File: src/rtl/string_literal_unescaper_assert.svh
// Assertion macros for the unescaper RTL
`ifndef STRING_LITERAL_UNESCAPER_ASSERT_SVH
`define STRING_LITERAL_UNESCAPER_ASSERT_SVH
`ifndef SYNTHESIS
`define SLU_ASSERT_IMPL(lbl, ck, rn, ante, cons) \
	lbl: assert property (@(posedge ck) disable iff (!rn) (ante) |-> (cons)) \
		else $error("slu assertion failed");
`define SLU_ASSERT_NEXT(lbl, ck, rn, ante, cons) \
	lbl: assert property (@(posedge ck) disable iff (!rn) (ante) |=> (cons)) \
		else $error("slu assertion failed");
`else
`define SLU_ASSERT_IMPL(lbl, ck, rn, ante, cons)
`define SLU_ASSERT_NEXT(lbl, ck, rn, ante, cons)
`endif
`endif

File: src/rtl/slu_pkg.sv
package slu_pkg;

	typedef enum logic [1:0] {
		PH_TEXT = 2'd0,
		PH_ESC  = 2'd1,
		PH_HEX  = 2'd2
	} slu_phase_t;

	typedef struct packed {
		logic [7:0] data;
		logic       byte_valid;
		logic       run_last;
		logic       string_done;
	} slu_ent_t;

	typedef struct packed {
		logic [1:0]          count;
		slu_ent_t [2:0]      ent;
	} slu_res_t;

	localparam logic [7:0] CH_BSLASH = 8'h5C;
	localparam logic [7:0] CH_U      = 8'h75;
	localparam logic [7:0] CH_N      = 8'h6E;
	localparam logic [7:0] CH_T      = 8'h74;
	localparam logic [7:0] CH_R      = 8'h72;
	localparam logic [7:0] CH_LF     = 8'h0A;
	localparam logic [7:0] CH_TAB    = 8'h09;
	localparam logic [7:0] CH_CR     = 8'h0D;

	localparam logic [15:0] CP_1B_MAX = 16'h007F;
	localparam logic [15:0] CP_2B_MAX = 16'h07FF;
	localparam logic [7:0]  UTF8_LEAD2 = 8'hC0;
	localparam logic [7:0]  UTF8_LEAD3 = 8'hE0;
	localparam logic [7:0]  UTF8_CONT  = 8'h80;

	// {ok, value}
	function automatic logic [4:0] hex_value(input logic [7:0] c);
		logic [4:0] r;
		r = 5'd0;
		if (c >= 8'h30 && c <= 8'h39)
			r = {1'b1, c[3:0]};
		else if ((c >= 8'h61 && c <= 8'h66) || (c >= 8'h41 && c <= 8'h46))
			r = {1'b1, 4'(c[3:0] + 4'd9)};
		return r;
	endfunction

endpackage

File: src/rtl/string_literal_unescaper.sv
// Each accepted item passes an input register, then a result register, before its first result appears.
// Throughput: one item per cycle while each item yields at most one result and m_tready is high.
// An item that yields k results holds the result register until all k have been taken.
// Reset (arst_n low, asynchronous) empties both registers and returns the decoder
// to plain text awaiting an opening byte.
module string_literal_unescaper (
	input  logic       clk,
	input  logic       arst_n,
	input  logic       s_tvalid,
	output logic       s_tready,
	input  logic [7:0] s_tdata,   // in_byte
	input  logic       s_tlast,   // literal_end
	output logic       m_tvalid,
	input  logic       m_tready,
	output logic [7:0] m_tdata,   // out_byte
	output logic [1:0] m_tuser,   // byte_valid, run_last
	output logic       m_tlast    // string_done
);
	import slu_pkg::*;

	logic       valid_s1;
	logic [7:0] byte_s1;
	logic       end_s1;
	logic       free;
	logic       adv;
	slu_res_t   res;

	assign adv = valid_s1 && free;
	assign s_tready = !valid_s1 || free;

	always_ff @(posedge clk or negedge arst_n) begin
		if (!arst_n) begin
			valid_s1 <= 1'b0;
		end else if (s_tvalid && s_tready) begin
			valid_s1 <= 1'b1;
		end else if (adv) begin
			valid_s1 <= 1'b0;
		end
	end

	always_ff @(posedge clk) begin
		if (s_tvalid && s_tready) begin
			byte_s1 <= s_tdata;
			end_s1 <= s_tlast;
		end
	end

	slu_decode u_decode (
		.clk     (clk),
		.arst_n  (arst_n),
		.advance (adv),
		.byte_s1 (byte_s1),
		.end_s1  (end_s1),
		.res     (res)
	);

	slu_outbuf u_outbuf (
		.clk      (clk),
		.arst_n   (arst_n),
		.load     (adv),
		.res      (res),
		.free     (free),
		.m_tvalid (m_tvalid),
		.m_tready (m_tready),
		.m_tdata  (m_tdata),
		.m_tuser  (m_tuser),
		.m_tlast  (m_tlast)
	);

endmodule

File: src/rtl/slu_decode.sv
module slu_decode (
	input  logic                clk,
	input  logic                arst_n,
	input  logic                advance,
	input  logic [7:0]          byte_s1,
	input  logic                end_s1,
	output slu_pkg::slu_res_t   res
);
	import slu_pkg::*;

	slu_phase_t  phase_q, phase_n;
	logic        open_q, open_n;
	logic [1:0]  ndig_q, ndig_n;
	logic [11:0] acc_q, acc_n;

	logic [7:0]  d [3];
	logic        v0;
	logic [1:0]  cnt;
	logic [4:0]  hx;
	logic [15:0] cp;

	always_comb begin
		d[0] = 8'd0;
		d[1] = 8'd0;
		d[2] = 8'd0;
		v0 = 1'b1;
		cnt = 2'd0;
		phase_n = phase_q;
		open_n = open_q;
		ndig_n = ndig_q;
		acc_n = acc_q;
		hx = hex_value(byte_s1);
		cp = {acc_q, hx[3:0]};
		if (!open_q) begin
			if (end_s1) begin
				d[0] = byte_s1;
				cnt = 2'd1;
			end else begin
				open_n = 1'b1;
			end
		end else if (end_s1) begin
			cnt = 2'd1;
			unique case (phase_q)
				PH_ESC: d[0] = CH_BSLASH;
				PH_HEX: d[0] = CH_U;
				default: v0 = 1'b0;
			endcase
		end else begin
			unique case (phase_q)
				PH_ESC: begin
					phase_n = PH_TEXT;
					cnt = 2'd1;
					case (byte_s1)
						CH_N: d[0] = CH_LF;
						CH_T: d[0] = CH_TAB;
						CH_R: d[0] = CH_CR;
						CH_U: begin
							cnt = 2'd0;
							phase_n = PH_HEX;
							ndig_n = 2'd0;
							acc_n = 12'd0;
						end
						default: d[0] = byte_s1;
					endcase
				end
				PH_HEX: begin
					if (!hx[4]) begin
						d[0] = CH_U;
						cnt = 2'd1;
						phase_n = PH_TEXT;
						ndig_n = 2'd0;
						acc_n = 12'd0;
					end else if (ndig_q == 2'd3) begin
						phase_n = PH_TEXT;
						ndig_n = 2'd0;
						acc_n = 12'd0;
						if (cp <= CP_1B_MAX) begin
							d[0] = cp[7:0];
							cnt = 2'd1;
						end else if (cp <= CP_2B_MAX) begin
							d[0] = UTF8_LEAD2 | {3'b000, cp[10:6]};
							d[1] = UTF8_CONT | {2'b00, cp[5:0]};
							cnt = 2'd2;
						end else begin
							d[0] = UTF8_LEAD3 | {4'b0000, cp[15:12]};
							d[1] = UTF8_CONT | {2'b00, cp[11:6]};
							d[2] = UTF8_CONT | {2'b00, cp[5:0]};
							cnt = 2'd3;
						end
					end else begin
						acc_n = {acc_q[7:0], hx[3:0]};
						ndig_n = ndig_q + 2'd1;
					end
				end
				default: begin
					if (byte_s1 == CH_BSLASH)
						phase_n = PH_ESC;
					else begin
						d[0] = byte_s1;
						cnt = 2'd1;
					end
				end
			endcase
		end
		if (end_s1) begin
			phase_n = PH_TEXT;
			open_n = 1'b0;
			ndig_n = 2'd0;
			acc_n = 12'd0;
		end
	end

	always_comb begin
		res.count = cnt;
		for (int i = 0; i < 3; i++) begin
			res.ent[i].data = d[i];
			res.ent[i].byte_valid = (i == 0) ? v0 : 1'b1;
			res.ent[i].run_last = (cnt == 2'(i + 1));
			res.ent[i].string_done = end_s1 && (cnt == 2'(i + 1));
		end
	end

	always_ff @(posedge clk or negedge arst_n) begin
		if (!arst_n) begin
			phase_q <= PH_TEXT;
			open_q <= 1'b0;
			ndig_q <= 2'd0;
			acc_q <= 12'd0;
		end else if (advance) begin
			phase_q <= phase_n;
			open_q <= open_n;
			ndig_q <= ndig_n;
			acc_q <= acc_n;
		end
	end

endmodule

File: src/rtl/slu_outbuf.sv
`include "string_literal_unescaper_assert.svh"

module slu_outbuf (
	input  logic              clk,
	input  logic              arst_n,
	input  logic              load,
	input  slu_pkg::slu_res_t res,
	output logic              free,
	output logic              m_tvalid,
	input  logic              m_tready,
	output logic [7:0]        m_tdata,   // out_byte
	output logic [1:0]        m_tuser,   // byte_valid, run_last
	output logic              m_tlast    // string_done
);
	import slu_pkg::*;

	slu_ent_t   ent_q [3];
	logic [1:0] rem_q;
	logic       pop;

	assign pop = (rem_q != 2'd0) && m_tready;
	assign free = (rem_q == 2'd0) || ((rem_q == 2'd1) && m_tready);

	always_ff @(posedge clk or negedge arst_n) begin
		if (!arst_n) begin
			rem_q <= 2'd0;
		end else if (load) begin
			rem_q <= res.count;
		end else if (pop) begin
			rem_q <= rem_q - 2'd1;
		end
	end

	always_ff @(posedge clk) begin
		if (load && res.count != 2'd0) begin
			ent_q[0] <= res.ent[0];
			ent_q[1] <= res.ent[1];
			ent_q[2] <= res.ent[2];
		end else if (pop) begin
			ent_q[0] <= ent_q[1];
			ent_q[1] <= ent_q[2];
		end
	end

	assign m_tvalid = (rem_q != 2'd0);
	assign m_tdata = ent_q[0].data;
	assign m_tuser = {ent_q[0].run_last, ent_q[0].byte_valid};
	assign m_tlast = ent_q[0].string_done;

	`SLU_ASSERT_IMPL(a_done_is_run_end, clk, arst_n, m_tvalid && m_tlast, m_tuser[1])
	`SLU_ASSERT_IMPL(a_marker_zero, clk, arst_n, m_tvalid && !m_tuser[0],
		(m_tdata == 8'd0) && m_tuser[1] && m_tlast)
	`SLU_ASSERT_NEXT(a_drain_last, clk, arst_n, pop && (rem_q == 2'd1) && !load,
		rem_q == 2'd0)
	`SLU_ASSERT_IMPL(a_run_end_last_slot, clk, arst_n, m_tvalid && m_tuser[1],
		rem_q == 2'd1)

endmodule

File: config.mk
export PLATFORM = sky130hd
export DESIGN_NAME = string_literal_unescaper
export DESIGN_NICKNAME = d
export VERILOG_FILES = /design/src/rtl/slu_pkg.sv /design/src/rtl/string_literal_unescaper.sv /design/src/rtl/slu_decode.sv /design/src/rtl/slu_outbuf.sv
export VERILOG_INCLUDE_DIRS = /design/src /design/src/rtl
export SDC_FILE = /design/constraint.sdc
export NUM_CORES = 1
export LEC_CHECK = 0
export BUFFER_PORTS_ARGS = -buffer_cell sky130_fd_sc_hd__clkbuf_2
export CORE_MARGIN = 10
export CORE_UTILIZATION = 55
export CTS_CLUSTER_DIAMETER = 150
export CTS_CLUSTER_SIZE = 12
export DETAILED_ROUTE_END_ITERATION = 8
export PLACE_DENSITY = 0.74
export SLEW_MARGIN = 20
export SYNTH_ARGS = -nofsm -noshare
export SYNTH_HDL_FRONTEND = slang
export SYNTH_SLANG_ARGS = --single-unit
File: constraint.sdc
create_clock -name clk -period 3.8 [get_ports clk]
set_input_delay 0.57 -clock clk [delete_from_list [all_inputs] [get_ports clk]]
set_output_delay 0.57 -clock clk [all_outputs]
set_load 0.03 [all_outputs]
==> results.sh <==
export IMPL_outcome="completed"
export IMPL_antenna_found_initial=0
export IMPL_avgSynthCellArea_um2=10.8
export IMPL_cts_hold_buf=0
export IMPL_async_reset_ff_share_pct=34.5
export IMPL_coreArea_mm2=0.00628
export IMPL_fin_tns_setup_ps=0
export IMPL_fin_crit_ps=3390
export IMPL_peakVddDrop_mv=0.509
export IMPL_area_growth_pct=9.39
export IMPL_yosysTopAreaCell="edfxtp_1"
export IMPL_clock_path_buffers=2
export IMPL_dr_pass1_iters=5
export IMPL_finalSetupViolations=0
export IMPL_hold_violations=0
export IMPL_gr_total_overflow=0
export IMPL_reg2reg_depth=8
export IMPL_dp_slack_ps=479
export IMPL_cts_buffers=9
export IMPL_maxCapViolCount=0
export IMPL_drc=0
export IMPL_worstSetupPathType="reg2reg"
export IMPL_grt_max_degree=21
export IMPL_crit_required_ps=3820
export IMPL_die_area_mm2=0.00997
export IMPL_design_portCount=26
export IMPL_drt_vias_per_instance=6.44
export IMPL_power_density_mw_per_mm2=736
export IMPL_syn_area_mm2=0.00350
export IMPL_synthDistinctLibCells=66
export IMPL_numPortBuffers=25
export IMPL_grt_pass1_vias=2584
export IMPL_post_cts_resize_count=0
export IMPL_path_max_fanout=20
export IMPL_cts_root_buf="clkbuf_8"
export IMPL_stdcell_count=423
export IMPL_start_kind="flop"
export IMPL_setup_ws_ps=411
export IMPL_tightestPinTransition_ps=1050
export IMPL_clk_pin_slew_ps=90
export IMPL_synth_area_top_cells="edfxtp_1 33%, dfrtp_1 14%, mux2_1 4.5%"
export IMPL_routedWlPerCell_um=19.9
export IMPL_num_vias=2724
export IMPL_htreeDepth=3
export IMPL_yosysMostFrequentCell="edfxtp_1"
export IMPL_fmax_mhz=295
export IMPL_track_usage_pct=17.0
export IMPL_dp_hpwl_mm=6.11
export IMPL_diodes=0
export IMPL_postCtsSetupBuffers=0
export IMPL_min_path_type="in2async"
export IMPL_reg2reg_from="byte_s1[0]"
export IMPL_yosysTopAreaCellShare_pct=32.6
export IMPL_rows=29
export IMPL_drive_gt1_share_pct=17.1
export IMPL_ant_nets=0
export IMPL_cp_end_kind="flop"
export IMPL_relSlewSlack_pct=30.0
export IMPL_startpoint="byte_s1[0]"
export IMPL_synth_ff_type="edfxtp_1"
export IMPL_synth_nets=347
export IMPL_gp_congestion=0.924
export IMPL_clock_skew_ps=16.9
export IMPL_die_w_um=99.8
export IMPL_cp_arrival_ps=3410
export IMPL_grt_pass1_wl_mm=13.6
export IMPL_ys_ff_latch=58
export IMPL_period_share_pct=89.2
export IMPL_drt_iter0_drc=331
export IMPL_yosysWarnings=0
export IMPL_rsz0062_at_grt="no"
export IMPL_start_util_pct=55.8
export IMPL_synth_edf_count=38
export IMPL_yosys_top_cells_count="38 x edfxtp_1, 22 x nor2_1, 21 x nand2_1"
export IMPL_post_place_cells=407
export IMPL_report_final_slew_viol_count=0
export IMPL_insertion_delay_ps=350
export IMPL_nets=364
export IMPL_ys_seq_area_share_pct=46.8
export IMPL_cts_sinks=58
export IMPL_leakage_nw=1.51
export IMPL_cts_tree="done"
export IMPL_die_h_um=99.8
export IMPL_synth_cells=324
export IMPL_drt_wl_total_mm=8.41
final cells by class:
type / count / area [um2]
Clock buffer: 9 / 124
Clock inverter: 7 / 101
Fill cell: 518 / 2440
Inverter: 14 / 52.6
Multi-Input combinational cell: 228 / 1660
Sequential cell: 58 / 1640
Tap cell: 77 / 96.3
Timing Repair Buffer: 30 / 163
cell usage in the layout (no fill, tap or decap), drive strengths merged, types with 4 or more instances in the layout:
cell type  netlist  routed
nor2            22      22
a31oi            5       5
nor3             9       9
nor2b            9       9
o211ai           6       6
nand2           21      21
o21ai           14      14
edfxtp          38      38
nand3            7       7
inv             13      14
mux2i            4       4
a21oi           12      12
and2             8       8
o41ai            5       5
nand2b           7       7
dfrtp           20      20
clkbuf           7      34
mux2            18      18
buf             17       5
nor4             5       5
ha              10      10
a22o            15      15
where the power goes:
group	total (mW)	switching, mW	leakage (nW)	internal [mW]
Clock	0.654	0.281	0.106	0.373
Combinational	1.12	0.737	0.767	0.378
Sequential	1.05	0.0966	0.639	0.955
Total	2.82	1.11	1.51	1.71
critical path: stages, from the launching register on:
cell,delay (ps)
edfxtp_1,500
inv_1,230
ha_1,310
o21bai_1,150
a21oi_1,330
o211ai_1,280
a21oi_1,800
nand2b_1,190
buf_4,270
sequential cells by signal, summed over array words and instances, names as in the netlist:
name              flops
u_decode.ndig_q       2
end_s1                1
u_outbuf.rem_q        2
u_outbuf.ent_q       29
u_decode.phase_q      2
valid_s1              1
u_decode.acc_q       12
u_decode.open_q       1
byte_s1               8
metal layers:
layer	GRT usage [%]	part of all wire (%)	wire length (um)	vias to the layer above
met5	0	0	0	-
met4	7.50	2.1	175	0
met3	3.71	8.9	745	16
met2	24.5	45	3760	154
met1	23.9	44	3730	1287
li1	-	-	-	1267
through the flow:
step	hold WS (ps)	total power [mW]	util [%]	cell area (um2)
6_report	189	2.82	61.1	3830
3_3_place_gp	470	2.15	57.5	3610
3_5_place_dp	485	2.17	57.5	3610
5_1_grt	212	2.98	61.1	3830
2_1_floorplan	274	1.96	-	3500
4_1_cts	206	2.83	61.1	3830
worst paths after layout:
path                                         end  slack, ps
max in group asynchronous      u_decode.acc_q[4]       3220
hold / removal               u_decode.phase_q[1]        190
setup / recovery           u_outbuf.ent_q[0][19]        410
setup reg to reg           u_outbuf.ent_q[0][19]        410
hold reg to reg               u_decode.ndig_q[1]        500
min in group clk                      byte_s1[6]        410
cells by family after synthesis:
logic type                 count (synthesis)  synth area share [%]
muxes                                     22                  6.93
buffers and inverters                     38                  5.93
xor gates and xnor gates                   1                 0.250
other                                      1                 0.107
AOI/OAI and AO/OA                         87                  19.2
and+or+nand+nor                          107                  17.1
DFF                                       58                  46.8
adders and majority gates                 10                  3.57
Power figures use the tool's default switching activity.
